### config.mk
export PLATFORM = sky130hd
export DESIGN_NAME = turn_then_drive_sequencer_unit
export DESIGN_NICKNAME = d
export VERILOG_FILES = /design/src/sv/ttd_pkg.sv /design/src/sv/ttd_cfg.sv /design/src/sv/ttd_front.sv /design/src/sv/ttd_cmd_queue.sv /design/src/sv/ttd_back.sv /design/src/sv/turn_then_drive_sequencer_unit.sv
export SDC_FILE = /design/constraint.sdc
export NUM_CORES = 2
export LEC_CHECK = 0
export BUFFER_PORTS_ARGS = -buffer_cell sky130_fd_sc_hd__buf_2
export CAP_MARGIN = 10
export CELL_PAD_IN_SITES_DETAIL_PLACEMENT = 1
export CELL_PAD_IN_SITES_GLOBAL_PLACEMENT = 1
export CORE_MARGIN = 1
export CORE_UTILIZATION = 48
export DETAILED_ROUTE_END_ITERATION = 10
export PLACE_DENSITY_LB_ADDON = 0.25
export SETUP_SLACK_MARGIN = 0.2
export SYNTH_ARGS = -nofsm -noshare
export SYNTH_HDL_FRONTEND = slang
export SYNTH_SLANG_ARGS = --single-unit
### constraint.sdc
create_clock -name clk_i -period 5.5 [get_ports clk_i]
set_input_delay 0.825 -clock clk_i [delete_from_list [all_inputs] [get_ports clk_i]]
set_output_delay 0.825 -clock clk_i [all_outputs]
set_load 0.01 [all_outputs]
### src/sv/ttd_pkg.sv
package ttd_pkg;

  localparam int unsigned ANGLE_W    = 9;
  localparam int unsigned ANG_W      = 8;
  localparam int unsigned CELL_W     = 8;
  localparam int unsigned PWM_W      = 10;
  localparam int unsigned CNT_W      = 32;
  localparam int unsigned TPD_W      = 40;
  localparam int unsigned TPD_FRAC   = 8;
  localparam int unsigned TICK_W     = 40;
  localparam int unsigned DRIVE_W    = 40;
  localparam int unsigned PROD_W     = ANG_W + TPD_W;
  localparam int unsigned CFG_IDX_W  = 3;
  localparam int unsigned CFG_DATA_W = 40;

  localparam int unsigned QUEUE_DEPTH = 4;
  localparam int unsigned QUEUE_PTR_W = $clog2(QUEUE_DEPTH);
  localparam int unsigned QUEUE_CNT_W = $clog2(QUEUE_DEPTH + 1);
  localparam int unsigned OUT_DEPTH   = 2;
  localparam int unsigned OUT_PTR_W   = $clog2(OUT_DEPTH);
  localparam int unsigned OUT_CNT_W   = $clog2(OUT_DEPTH + 1);

  localparam logic [ANGLE_W-1:0] DEG_FULL   = 9'd360;
  localparam logic [ANGLE_W-1:0] QUARTER_LO = 9'd89;
  localparam logic [ANGLE_W-1:0] QUARTER_HI = 9'd91;
  localparam logic [ANGLE_W-1:0] HALF_LO    = 9'd179;
  localparam logic [ANGLE_W-1:0] HALF_HI    = 9'd181;

  localparam logic CMD_TICK = 1'b0;
  localparam logic CMD_MOVE = 1'b1;

  typedef enum logic [CFG_IDX_W-1:0] {
    REG_RIGHT_PWM_ON,
    REG_LEFT_PWM_ON,
    REG_LEFT_QUARTER,
    REG_RIGHT_QUARTER,
    REG_HALF_TURN,
    REG_TICKS_PER_DEG,
    REG_PAUSE,
    REG_TICKS_PER_CELL
  } cfg_reg_e;

  typedef enum logic [1:0] {
    PH_IDLE,
    PH_TURN,
    PH_PAUSE,
    PH_DRIVE
  } phase_e;

  typedef enum logic [1:0] {
    TC_QUARTER,
    TC_HALF,
    TC_SCALED
  } turn_cls_e;

  typedef struct packed {
    logic               cmd;
    logic [ANGLE_W-1:0] pose_angle;
    logic [ANGLE_W-1:0] target_heading;
    logic [CELL_W-1:0]  cell_count;
  } in_item_t;

  typedef struct packed {
    logic [PWM_W-1:0]   pwm_right;
    logic [PWM_W-1:0]   pwm_left;
    logic               drive_forward;
    logic [1:0]         phase;
    logic [ANGLE_W-1:0] ccw_angle;
    logic               rejected;
    logic               finished;
  } result_t;

  typedef struct packed {
    logic [PWM_W-1:0] right_pwm_on;
    logic [PWM_W-1:0] left_pwm_on;
    logic [CNT_W-1:0] left_quarter_ticks;
    logic [CNT_W-1:0] right_quarter_ticks;
    logic [CNT_W-1:0] half_turn_ticks;
    logic [TPD_W-1:0] ticks_per_degree;
    logic [CNT_W-1:0] pause_ticks;
    logic [CNT_W-1:0] ticks_per_cell;
  } cfg_t;

  localparam cfg_t CFG_RESET = '{
    right_pwm_on:        10'd512,
    left_pwm_on:         10'd512,
    left_quarter_ticks:  32'd0,
    right_quarter_ticks: 32'd0,
    half_turn_ticks:     32'd0,
    ticks_per_degree:    40'd0,
    pause_ticks:         32'd112500000,
    ticks_per_cell:      32'd0
  };

  typedef struct packed {
    logic               cmd;
    logic               zero;
    logic               left;
    turn_cls_e          cls;
    logic [ANGLE_W-1:0] ccw;
    logic [ANG_W-1:0]   ang;
    logic [CELL_W-1:0]  cells;
  } front_t;

  typedef struct packed {
    logic               cmd;
    logic               zero;
    logic               left;
    logic [ANGLE_W-1:0] ccw;
    logic [TICK_W-1:0]  turn_ticks;
    logic [DRIVE_W-1:0] drive_ticks;
  } dec_t;

  typedef struct packed {
    logic ready;
    logic valid;
  } q_status_t;

endpackage

### src/sv/ttd_cfg.sv
module ttd_cfg (
  input  logic                             clk_i,
  input  logic                             rst_ni,
  input  logic                             cfg_we_i,
  input  logic [ttd_pkg::CFG_IDX_W-1:0]    cfg_idx_i,
  input  logic [ttd_pkg::CFG_DATA_W-1:0]   cfg_wdata_i,
  output ttd_pkg::cfg_t                    cfg_o
);

  ttd_pkg::cfg_t cfg_q, cfg_d;

  always_comb begin
    cfg_d = cfg_q;
    if (cfg_we_i) begin
      unique case (ttd_pkg::cfg_reg_e'(cfg_idx_i))
        ttd_pkg::REG_RIGHT_PWM_ON:   cfg_d.right_pwm_on = cfg_wdata_i[ttd_pkg::PWM_W-1:0];
        ttd_pkg::REG_LEFT_PWM_ON:    cfg_d.left_pwm_on = cfg_wdata_i[ttd_pkg::PWM_W-1:0];
        ttd_pkg::REG_LEFT_QUARTER:   cfg_d.left_quarter_ticks = cfg_wdata_i[ttd_pkg::CNT_W-1:0];
        ttd_pkg::REG_RIGHT_QUARTER:  cfg_d.right_quarter_ticks = cfg_wdata_i[ttd_pkg::CNT_W-1:0];
        ttd_pkg::REG_HALF_TURN:      cfg_d.half_turn_ticks = cfg_wdata_i[ttd_pkg::CNT_W-1:0];
        ttd_pkg::REG_TICKS_PER_DEG:  cfg_d.ticks_per_degree = cfg_wdata_i[ttd_pkg::TPD_W-1:0];
        ttd_pkg::REG_PAUSE:          cfg_d.pause_ticks = cfg_wdata_i[ttd_pkg::CNT_W-1:0];
        ttd_pkg::REG_TICKS_PER_CELL: cfg_d.ticks_per_cell = cfg_wdata_i[ttd_pkg::CNT_W-1:0];
        default: ;
      endcase
    end
  end

  always_ff @(posedge clk_i or negedge rst_ni) begin
    if (!rst_ni) begin
      cfg_q <= ttd_pkg::CFG_RESET;
    end else begin
      cfg_q <= cfg_d;
    end
  end

  assign cfg_o = cfg_q;

endmodule

### src/sv/ttd_front.sv
module ttd_front (
  input  logic                 clk_i,
  input  logic                 rst_ni,
  input  ttd_pkg::cfg_t        cfg_i,
  input  logic                 push_i,
  output logic                 full_o,
  input  ttd_pkg::in_item_t    in_item_i,
  input  ttd_pkg::q_status_t   q_status_i,
  output logic                 q_wr_o,
  output ttd_pkg::dec_t        q_data_o
);

  logic                        s1_valid_q, s1_valid_d;
  ttd_pkg::front_t             s1_q, s1_d;
  logic                        accept;
  logic                        advance;

  logic [ttd_pkg::ANGLE_W-1:0] pose_r, tgt_r, ccw, cw, ang;
  logic [ttd_pkg::ANGLE_W:0]   diff;
  logic                        left_short;
  logic [ttd_pkg::PROD_W-1:0]  prod;
  logic [ttd_pkg::TICK_W-1:0]  turn_ticks;
  logic [ttd_pkg::DRIVE_W-1:0] drive_ticks;

  assign advance    = s1_valid_q && q_status_i.ready;
  assign full_o     = s1_valid_q && !q_status_i.ready;
  assign accept     = push_i && !full_o;
  assign s1_valid_d = accept || (s1_valid_q && !q_status_i.ready);

  // heading differences and turn class
  always_comb begin
    pose_r = (in_item_i.pose_angle >= ttd_pkg::DEG_FULL) ?
             in_item_i.pose_angle - ttd_pkg::DEG_FULL : in_item_i.pose_angle;
    tgt_r  = (in_item_i.target_heading >= ttd_pkg::DEG_FULL) ?
             in_item_i.target_heading - ttd_pkg::DEG_FULL : in_item_i.target_heading;
    diff   = {1'b0, tgt_r} + {1'b0, ttd_pkg::DEG_FULL} - {1'b0, pose_r};
    ccw    = (diff >= {1'b0, ttd_pkg::DEG_FULL}) ?
             ttd_pkg::ANGLE_W'(diff - {1'b0, ttd_pkg::DEG_FULL}) : diff[ttd_pkg::ANGLE_W-1:0];
    cw     = (ccw == '0) ? '0 : ttd_pkg::DEG_FULL - ccw;
    left_short = ccw < cw;
    ang    = left_short ? ccw : cw;

    s1_d.cmd   = in_item_i.cmd;
    s1_d.zero  = (ccw == '0);
    s1_d.ccw   = ccw;
    s1_d.ang   = ang[ttd_pkg::ANG_W-1:0];
    s1_d.cells = in_item_i.cell_count;
    if (ang >= ttd_pkg::QUARTER_LO && ang <= ttd_pkg::QUARTER_HI) begin
      s1_d.cls  = ttd_pkg::TC_QUARTER;
      s1_d.left = left_short;
    end else if (ang >= ttd_pkg::HALF_LO && ang <= ttd_pkg::HALF_HI) begin
      s1_d.cls  = ttd_pkg::TC_HALF;
      s1_d.left = 1'b1;
    end else begin
      s1_d.cls  = ttd_pkg::TC_SCALED;
      s1_d.left = left_short;
    end
  end

  // turn and drive lengths
  always_comb begin
    prod        = ttd_pkg::PROD_W'(s1_q.ang) * ttd_pkg::PROD_W'(cfg_i.ticks_per_degree);
    drive_ticks = ttd_pkg::DRIVE_W'(s1_q.cells) * ttd_pkg::DRIVE_W'(cfg_i.ticks_per_cell);
    unique case (s1_q.cls)
      ttd_pkg::TC_QUARTER: begin
        turn_ticks = ttd_pkg::TICK_W'(s1_q.left ? cfg_i.left_quarter_ticks
                                                : cfg_i.right_quarter_ticks);
      end
      ttd_pkg::TC_HALF: begin
        turn_ticks = ttd_pkg::TICK_W'(cfg_i.half_turn_ticks);
      end
      default: begin
        turn_ticks = prod[ttd_pkg::PROD_W-1:ttd_pkg::TPD_FRAC];
      end
    endcase
  end

  assign q_wr_o               = advance;
  assign q_data_o.cmd         = s1_q.cmd;
  assign q_data_o.zero        = s1_q.zero;
  assign q_data_o.left        = s1_q.left;
  assign q_data_o.ccw         = s1_q.ccw;
  assign q_data_o.turn_ticks  = turn_ticks;
  assign q_data_o.drive_ticks = drive_ticks;

  always_ff @(posedge clk_i or negedge rst_ni) begin
    if (!rst_ni) begin
      s1_valid_q <= 1'b0;
    end else begin
      s1_valid_q <= s1_valid_d;
    end
  end

  always_ff @(posedge clk_i) begin
    if (accept) begin
      s1_q <= s1_d;
    end
  end

endmodule

### src/sv/ttd_cmd_queue.sv
module ttd_cmd_queue (
  input  logic                clk_i,
  input  logic                rst_ni,
  input  logic                wr_i,
  input  ttd_pkg::dec_t       wr_data_i,
  input  logic                rd_i,
  output ttd_pkg::q_status_t  status_o,
  output ttd_pkg::dec_t       rd_data_o
);

  ttd_pkg::dec_t                   mem_q [ttd_pkg::QUEUE_DEPTH];
  logic [ttd_pkg::QUEUE_PTR_W-1:0] wr_ptr_q, wr_ptr_d, rd_ptr_q, rd_ptr_d;
  logic [ttd_pkg::QUEUE_CNT_W-1:0] cnt_q, cnt_d;
  logic                            do_wr, do_rd;

  assign status_o.ready = cnt_q < ttd_pkg::QUEUE_CNT_W'(ttd_pkg::QUEUE_DEPTH);
  assign status_o.valid = cnt_q != '0;
  assign do_wr          = wr_i && status_o.ready;
  assign do_rd          = rd_i && status_o.valid;
  assign rd_data_o      = mem_q[rd_ptr_q];

  always_comb begin
    wr_ptr_d = wr_ptr_q;
    rd_ptr_d = rd_ptr_q;
    cnt_d    = cnt_q;
    if (do_wr) begin
      wr_ptr_d = (wr_ptr_q == ttd_pkg::QUEUE_PTR_W'(ttd_pkg::QUEUE_DEPTH - 1)) ?
                 '0 : wr_ptr_q + 1'b1;
    end
    if (do_rd) begin
      rd_ptr_d = (rd_ptr_q == ttd_pkg::QUEUE_PTR_W'(ttd_pkg::QUEUE_DEPTH - 1)) ?
                 '0 : rd_ptr_q + 1'b1;
    end
    if (do_wr && !do_rd) begin
      cnt_d = cnt_q + 1'b1;
    end else if (!do_wr && do_rd) begin
      cnt_d = cnt_q - 1'b1;
    end
  end

  always_ff @(posedge clk_i or negedge rst_ni) begin
    if (!rst_ni) begin
      wr_ptr_q <= '0;
      rd_ptr_q <= '0;
      cnt_q    <= '0;
    end else begin
      wr_ptr_q <= wr_ptr_d;
      rd_ptr_q <= rd_ptr_d;
      cnt_q    <= cnt_d;
    end
  end

  always_ff @(posedge clk_i) begin
    if (do_wr) begin
      mem_q[wr_ptr_q] <= wr_data_i;
    end
  end

endmodule

### src/sv/ttd_back.sv
module ttd_back (
  input  logic                clk_i,
  input  logic                rst_ni,
  input  ttd_pkg::cfg_t       cfg_i,
  input  ttd_pkg::q_status_t  q_status_i,
  input  ttd_pkg::dec_t       q_data_i,
  output logic                q_rd_o,
  output logic                empty_o,
  input  logic                pop_i,
  output ttd_pkg::result_t    result_o
);

  ttd_pkg::phase_e               phase_q, phase_d;
  logic [ttd_pkg::TICK_W-1:0]    rem_q, rem_d;
  logic [ttd_pkg::DRIVE_W-1:0]   pend_q, pend_d;
  logic [ttd_pkg::PWM_W-1:0]     right_q, right_d, left_q, left_d;
  logic                          dir_q, dir_d;
  logic [ttd_pkg::ANGLE_W-1:0]   ccw_q, ccw_d;
  logic                          rejected, finished;
  logic                          fire;
  ttd_pkg::result_t              res;

  ttd_pkg::result_t              out_mem_q [ttd_pkg::OUT_DEPTH];
  logic [ttd_pkg::OUT_PTR_W-1:0] out_wr_q, out_wr_d, out_rd_q, out_rd_d;
  logic [ttd_pkg::OUT_CNT_W-1:0] out_cnt_q, out_cnt_d;
  logic                          out_pop;

  assign fire    = q_status_i.valid &&
                   (out_cnt_q < ttd_pkg::OUT_CNT_W'(ttd_pkg::OUT_DEPTH));
  assign q_rd_o  = fire;
  assign empty_o = out_cnt_q == '0;
  assign out_pop = pop_i && !empty_o;

  always_comb begin
    phase_d  = phase_q;
    rem_d    = rem_q;
    pend_d   = pend_q;
    right_d  = right_q;
    left_d   = left_q;
    dir_d    = dir_q;
    ccw_d    = ccw_q;
    rejected = 1'b0;
    finished = 1'b0;
    if (fire) begin
      if (q_data_i.cmd == ttd_pkg::CMD_MOVE) begin
        if (phase_q == ttd_pkg::PH_IDLE) begin
          ccw_d  = q_data_i.ccw;
          pend_d = q_data_i.drive_ticks;
          dir_d  = 1'b1;
          if (q_data_i.zero) begin
            right_d = cfg_i.right_pwm_on;
            left_d  = cfg_i.left_pwm_on;
            rem_d   = q_data_i.drive_ticks;
            phase_d = ttd_pkg::PH_DRIVE;
          end else begin
            right_d = q_data_i.left ? cfg_i.right_pwm_on : '0;
            left_d  = q_data_i.left ? '0 : cfg_i.left_pwm_on;
            rem_d   = q_data_i.turn_ticks;
            phase_d = ttd_pkg::PH_TURN;
          end
        end else begin
          rejected = 1'b1;
        end
      end else if (phase_q != ttd_pkg::PH_IDLE) begin
        if (rem_q > ttd_pkg::TICK_W'(1)) begin
          rem_d = rem_q - 1'b1;
        end else begin
          unique case (phase_q)
            ttd_pkg::PH_TURN: begin
              right_d = '0;
              left_d  = '0;
              rem_d   = ttd_pkg::TICK_W'(cfg_i.pause_ticks);
              phase_d = ttd_pkg::PH_PAUSE;
            end
            ttd_pkg::PH_PAUSE: begin
              right_d = cfg_i.right_pwm_on;
              left_d  = cfg_i.left_pwm_on;
              dir_d   = 1'b1;
              rem_d   = pend_q;
              phase_d = ttd_pkg::PH_DRIVE;
            end
            ttd_pkg::PH_DRIVE: begin
              right_d  = '0;
              left_d   = '0;
              rem_d    = '0;
              phase_d  = ttd_pkg::PH_IDLE;
              finished = 1'b1;
            end
            ttd_pkg::PH_IDLE: ;
            default: ;
          endcase
        end
      end
    end
  end

  always_comb begin
    res.pwm_right     = right_d;
    res.pwm_left      = left_d;
    res.drive_forward = dir_d;
    res.phase         = phase_d;
    res.ccw_angle     = ccw_d;
    res.rejected      = rejected;
    res.finished      = finished;
  end

  always_ff @(posedge clk_i or negedge rst_ni) begin
    if (!rst_ni) begin
      phase_q <= ttd_pkg::PH_IDLE;
      rem_q   <= '0;
      pend_q  <= '0;
      right_q <= '0;
      left_q  <= '0;
      dir_q   <= 1'b0;
      ccw_q   <= '0;
    end else begin
      phase_q <= phase_d;
      rem_q   <= rem_d;
      pend_q  <= pend_d;
      right_q <= right_d;
      left_q  <= left_d;
      dir_q   <= dir_d;
      ccw_q   <= ccw_d;
    end
  end

  // result queue
  always_comb begin
    out_wr_d  = out_wr_q;
    out_rd_d  = out_rd_q;
    out_cnt_d = out_cnt_q;
    if (fire) begin
      out_wr_d = (out_wr_q == ttd_pkg::OUT_PTR_W'(ttd_pkg::OUT_DEPTH - 1)) ?
                 '0 : out_wr_q + 1'b1;
    end
    if (out_pop) begin
      out_rd_d = (out_rd_q == ttd_pkg::OUT_PTR_W'(ttd_pkg::OUT_DEPTH - 1)) ?
                 '0 : out_rd_q + 1'b1;
    end
    if (fire && !out_pop) begin
      out_cnt_d = out_cnt_q + 1'b1;
    end else if (!fire && out_pop) begin
      out_cnt_d = out_cnt_q - 1'b1;
    end
  end

  always_ff @(posedge clk_i or negedge rst_ni) begin
    if (!rst_ni) begin
      out_wr_q  <= '0;
      out_rd_q  <= '0;
      out_cnt_q <= '0;
    end else begin
      out_wr_q  <= out_wr_d;
      out_rd_q  <= out_rd_d;
      out_cnt_q <= out_cnt_d;
    end
  end

  always_ff @(posedge clk_i) begin
    if (fire) begin
      out_mem_q[out_wr_q] <= res;
    end
  end

  assign result_o = out_mem_q[out_rd_q];

endmodule

### src/sv/turn_then_drive_sequencer_unit.sv
// flow: an item taken on push is held in the front stage register, then written to
// the command queue; the sequencer step then puts its result in the result queue,
// shown on result ports until popped; each step stalls while its next queue is full
// throughput: one item per cycle while neither queue is full
// reset: asynchronous active low; sequencer idle with motors off, registers at
// their defaults, both queues empty
module turn_then_drive_sequencer_unit (
  input  logic                            clk_i,
  input  logic                            rst_ni,
  input  logic                            cfg_we_i,
  input  logic [ttd_pkg::CFG_IDX_W-1:0]   cfg_idx_i,
  input  logic [ttd_pkg::CFG_DATA_W-1:0]  cfg_wdata_i,
  input  logic                            push,
  output logic                            full,
  input  ttd_pkg::in_item_t               in_item_i,
  output logic                            empty,
  input  logic                            pop,
  output ttd_pkg::result_t                result_o
);

  ttd_pkg::cfg_t      cfg;
  ttd_pkg::q_status_t q_status;
  ttd_pkg::dec_t      q_wr_data, q_rd_data;
  logic               q_wr, q_rd;

  ttd_cfg u_cfg (
    .clk_i       (clk_i),
    .rst_ni      (rst_ni),
    .cfg_we_i    (cfg_we_i),
    .cfg_idx_i   (cfg_idx_i),
    .cfg_wdata_i (cfg_wdata_i),
    .cfg_o       (cfg)
  );

  ttd_front u_front (
    .clk_i      (clk_i),
    .rst_ni     (rst_ni),
    .cfg_i      (cfg),
    .push_i     (push),
    .full_o     (full),
    .in_item_i  (in_item_i),
    .q_status_i (q_status),
    .q_wr_o     (q_wr),
    .q_data_o   (q_wr_data)
  );

  ttd_cmd_queue u_queue (
    .clk_i     (clk_i),
    .rst_ni    (rst_ni),
    .wr_i      (q_wr),
    .wr_data_i (q_wr_data),
    .rd_i      (q_rd),
    .status_o  (q_status),
    .rd_data_o (q_rd_data)
  );

  ttd_back u_back (
    .clk_i      (clk_i),
    .rst_ni     (rst_ni),
    .cfg_i      (cfg),
    .q_status_i (q_status),
    .q_data_i   (q_rd_data),
    .q_rd_o     (q_rd),
    .empty_o    (empty),
    .pop_i      (pop),
    .result_o   (result_o)
  );

endmodule

# ---- Word-level counts from Yosys, hierarchy flattened
# Memory sizes are Yosys's and may differ from the RTL's.
# Cells that the tools add are included.
dict set report word_totals {
  reg_bits 374
  mem_bits_rw 436
  inputBits 75
  out_inout_bits 36
  wordCells 183
  mem_count 2
}
dict set report classes {
  add_sub_neg 15
  multipliers 2
  order_cmp 11
  n_eq_ne 14
  muxes 67
  reduce_logical 43
}
# memory words width rd rd_clocked_by_memory_dff write_ports line_no
set memory_table {}
lappend memory_table {u_queue.mem_q 4 92 1 0 1 ttd_cmd_queue.sv:11} ;# ttd_pkg::dec_t mem_q [ttd_pkg::QUEUE_DEPTH];
lappend memory_table {u_back.out_mem_q 2 34 1 0 1 ttd_back.sv:23} ;# ttd_pkg::result_t out_mem_q [ttd_pkg::OUT_DEPTH];
# operator count
set ops {}
lappend ops {{2-to-1 mux 40 bit} 5}
lappend ops {{2-to-1 mux 10 bit} 14}
lappend ops {{one-hot mux 40 bit (3 select lines)} 1}
lappend ops {{one-hot mux 40 bit (2 select lines)} 1}
lappend ops {{2-to-1 mux 9 bit} 8}
lappend ops {{multiplier 8 x 40 -> 48 bit} 1}
lappend ops {{greater-than comparator 40 x 1 -> 1 bit (second input constant)} 1}
lappend ops {{multiplier 8 x 32 -> 40 bit} 1}
lappend ops {{one-hot mux 10 bit (2 select lines)} 2}
lappend ops {{subtractor 40 x 1 -> 40 bit (second input constant)} 1}
lappend ops {{2-to-1 mux 32 bit} 1}
lappend ops {{subtractor 9 bit (second input constant)} 3}
lappend ops {{2-to-1 mux 1 bit} 20}
lappend ops {{2-to-1 mux 2 bit} 10}
lappend ops {{>= comparator 9 bit (second input constant)} 2}
lappend ops {{AND reduction 2 bit} 8}
lappend ops {{logical AND 1 bit} 13}
lappend ops {{== test 3 bit (second input constant)} 4}
lappend ops {{2-to-1 mux 3 bit} 4}
lappend ops {{adder 9 x 9 -> 10 bit (second input constant)} 1}
lappend ops {{>= comparator 10 x 9 -> 1 bit (second input constant)} 1}
lappend ops {{subtractor 10 x 9 -> 10 bit} 1}
lappend ops {{>= comparator 9 x 7 -> 1 bit (second input constant)} 1}
lappend ops {{>= comparator 9 x 8 -> 1 bit (second input constant)} 1}
lappend ops {{28 further kinds} 47}

# ---- Logic depth before layout (Yosys ltp)
dict set report depth {
  ltp_word 14
  mapped_depth 28
  depth_no_buf 28
}

# ---- Modules after synthesis
# A second synthesis with hierarchy kept.
dict set report hier_totals {
  hier_cells 4113
  hier_area_um2 51373.0
}
# mod n_inst cells_each area_per_inst_um2 seq_area_each_um2
set by_module_without_submodules {}
lappend by_module_without_submodules {ttd_front 1 2319 19966.6 925.9}
lappend by_module_without_submodules {ttd_cmd_queue 1 520 13758.2 11225.8}
lappend by_module_without_submodules {ttd_back 1 800 9400.3 4944.7}
lappend by_module_without_submodules {ttd_cfg 1 474 8247.9 5522.8}

# ---- Least setup slack after synthesis
# OpenSTA, ideal clock, no wires.
dict set report synth_timing {
  path_type {input -> register}
  from {in in_item_i[12] (netlist bit)}
  to {reg u_front.s1_q (netlist bit u_front.q_data_o[89]), data pin}
  setup_ns 0.259
  arrival_time_ns 5.992
  t_required_ns 5.241
  path_slack_ns -0.752
  cell_stages 25
  path_buffers 0
  path_cell_list {nor4_1 -> nand2_1 -> a21oi_1 -> o21ai_0 -> xnor2_1 -> ha_1 -> inv_1 -> ha_1 -> o21ai_1 -> nor2_1 -> or2_2 -> ha_1 -> or4_1 -> o2111ai_1 -> and3_1 -> inv_2 -> a21o_1 -> a21o_1 -> ha_1 -> a21o_1 -> a21oi_1 -> o22ai_2 -> o2111a_1 -> o2111a_1 -> or2_1}
}
# item line_no
set synth_rtl {}
lappend synth_rtl {{start, declared} turn_then_drive_sequencer_unit.sv:15} ;# input ttd_pkg::in_item_t in_item_i,
lappend synth_rtl {{end signal, assigned} ttd_front.sv:96} ;# s1_q <= s1_d;
lappend synth_rtl {{end, declared} ttd_front.sv:14} ;# ttd_pkg::front_t s1_q, s1_d;

==> metrics.txt <==
status=finished, violations left; violated checks=DRC, setup timing; relative slew slack=approximately 29%; GR Util All Layers=a little over a quarter; Vias=between 30000 and 40000; Synth Register Bits=just over 800; DP Wirelength=102.1 mm; R2R Path End=u_queue.mem_q[2][68]$_DFFE_PP_; Rows=119; fillers=between 10000 and 15000; Iteration-0 DRC Markers=2158; clk_lat worst skew=690 ps; Core Region=105400 um2; Reg2Reg Launch Point=u_front.s1_q[10]$_DFFE_PP_; Synth Net Count=between 4000 and 5000; Critical Path Max Stage Delay=570 ps; vias in the first global route=38630; final worst-path cycle share=108.0%; Final Hold Viols=0; total number of yosys warnings=0; diode count=0; worst setup margin=-438.5 ps; CTS tree=built; worst hold margin=158.2 ps; setup TNS=-29010 ps; largest net degree at the start of global routing=129; I/O Buffers=110; synth unique cells=91; DIE HEIGHT=328.3 um; sequential share of the synthesized area=44.27%; share of layout cells above drive strength 1=29.65%; Arr. time, crit path=about 6300 ps; maximum fanout along the worst path=11; vias per std cell=5.680; Initial Util=48.47%; die width=328.3 um; Post-synth EDFFs=466; grt total ovfl=0; GP Congestion=0.8485; clock net sink count=810; Clk Tree Root Cell=clkbuf_16; clock buffer count from CTS=90; ANT nets after route=0; Final setup viols=125; global-route wire length before repair=223.4 mm; WL/cell=23.51 um; routed wire length=around 140 mm; Final Cell Area=60780 um2; R2R Setup Slk=-440 ps; Mapped Avg Cell Area=12.22 um2; # nets final=5293; FMAX=0.1684 GHz; RSZ-0062 raised after global routing=true; R2R cell count=22; sum of buffers and inverters on the critical path=6; initial antenna violation count=6; Final min period=5939 ps; die area=107700 um2; clk slew on worst S/H paths=60 ps; CTS H-tree lvls=3; cells after synthesis=4182; HP Class=input port to asynchronous set/reset pin; prevailing post-synth register cell=edfxtp_1; Setup crit end kind=flop; delay-heaviest family, CP=adder cells; worst-path cell chain=buf_4 -> buf_16 -> and2_1 -> fa_1 -> inv_1 -> fa_2 -> fa_2 -> fa_1 -> inv_1 -> ha_4 -> o21ai_2 -> nand2b_1 -> nor3b_4 -> a221oi_2 -> buf_4 -> o32ai_4 -> a311oi_2 -> o21ai_2 -> buf_4 -> nor2_1 -> nand3b_1 -> o21ai_0; placed cell area=56410 um2; skew final=roughly 35 ps; Max-cap violations=0; CP Launch Point=u_front.s1_q[10]$_DFFE_PP_; worst-margin pin slew=1064 ps; final std cells w/o fill=6109; startpoint types=flop; First-pass DRT Iterations=10; placed insts=5901; critical path class=flop to flop; Top cell by count, worst path=buf_4; Worst Path Required=5880 ps; slowest CP cell=fa_2; # IOs=111; clock buffer depth=3; synth-to-layout area growth=18.96%; Post-synth ARST share=42.47%; synthesized cell area=51090 um2; Final Max Slew Viols=0; DRC Markers=24
==> synthesized netlist by cell type (all sizes together), types with 18 or more instances <==
cell	number	area share [%]
fa	409	16
nor2b	29	0.36
a221oi	19	0.36
a22o	22	0.38
and2	245	3.0
nor3	41	0.43
nor2	139	1.0
nand2	482	3.5
clkbuf	172	1.3
inv	370	2.7
xor2	42	0.72
xnor2	63	1.1
o31ai	22	0.32
mux4	91	4.0
buf	60	0.50
a211oi	25	0.38
a21o	44	0.65
nand3	45	0.44
o21ai	155	1.5
mux2i	63	1.2
nand2b	18	0.22
ha	168	4.1
mux2	317	7.0
a21oi	118	1.2
dfrtp	330	16
edfxtp	466	27
and3	24	0.30
==> cells in the final DEF (no fill, tap or decap), drive strengths merged, types with 45 or more instances in the layout <==
cell	instances
a21oi	118
and2	245
buf	599
clkbuf	132
dfrtp	330
edfxtp	466
fa	409
ha	168
inv	375
mux2	317
mux2i	63
mux4	91
nand2	482
nand3	45
nor2	139
o21ai	155
xnor2	63
==> routing by layer <==
| layer | vias up | wire length (um) | GRT usage, % | share of wire (%) |
|---|---|---|---|---|
| li1 | 15330 | - | - | - |
| met1 | 18390 | 60570 | 35.37 | 42 |
| met2 | 757 | 73180 | 47.21 | 51 |
| met3 | 220 | 5600 | 3.136 | 3.9 |
| met4 | 0 | 4265 | 8.362 | 3.0 |
| met5 | - | 0 | 0 | 0 |
==> state kept, by name, summed over array words and instances, names as in the netlist <==
| signal | cells |
|---|---|
| u_back.dir_q | 1 |
| u_back.pend_q | 40 |
| u_front.q_data_o | 12 |
| u_back.left_q | 10 |
| u_back.out_rd_q | 1 |
| u_back.rem_q | 40 |
| u_back.out_wr_q | 1 |
| u_back.out_cnt_q | 2 |
| u_back.right_q | 10 |
| u_front.s1_q | 18 |
| u_back.phase_q | 2 |
| u_queue.rd_ptr_q | 2 |
| u_back.ccw_q | 9 |
| u_cfg.cfg_o | 220 |
| u_queue.wr_ptr_q | 2 |
| u_queue.cnt_q | 3 |
| u_back.out_mem_q | 68 |
| u_queue.mem_q | 368 |
| u_front.s1_valid_q | 1 |
==> how the worst max path moves through the flow <==
stage / to / slack [ps] / depth (start not counted)
after CTS: u_queue.mem_q[1][71]$_DFFE_PP_ / -400 / 22
final: u_queue.mem_q[2][68]$_DFFE_PP_ / -440 / 22
after floorplan: u_front.q_data_o[89]$_DFFE_PP_ / -480 / 26
after detailed placement: u_front.s1_q[26]$_SDFFCE_PP0P_ / -810 / 27
after global routing: u_queue.mem_q[0][71]$_DFFE_PP_ / -550 / 22
after global placement: u_front.s1_q[26]$_SDFFCE_PP0P_ / -660 / 27
==> metrics by stage <==
step	util, %	setup slack, ps
finish	57.66	-438.5
global route	57.66	-547.8
CTS	57.01	-399.1
global placement	53.51	-656.1
detailed placement	53.51	-805.8
floorplan	-	-478.3
==> layout make-up <==
class | instances | area [um2] | area share (%)
Multi-Input combinational cell | 2769 | 27550 | 45.33
Sequential cell | 810 | 22630 | 37.23
Timing Repair Buffer | 599 | 4558 | 7.499
Clock buffer | 132 | 2522 | 4.150
Tap cell | 1391 | 1740 | 2.863
Inverter | 371 | 1400 | 2.304
Clock inverter | 37 | 381.6 | 0.6279
==> logic make-up (layout without fill, tap and decap cells) <==
family	count (synthesis)	count (layout)	synth area share [%]
buffers and inverters	603	1139	4.494
DFF	810	810	44.27
adders and majority gates	577	577	20.14
xor gates and xnor gates	105	105	1.815
AOI/OAI and AO/OA	529	529	6.847
and+or+nand+nor	1087	1087	10.20
muxes	471	471	12.23
==> repair_timing <==
item / in CTS / in global routing
setup endpoints to repair: 201 / 235
setup buffers: 23 / 14
gates resized for setup: 124 / 109
cloned: 2 / 0
hold buffers: 0 / 0
pin swaps: 38 / 62
Power is not shown: default switching activity piles up to over one toggle a cycle in this logic, so the estimate is an artifact.
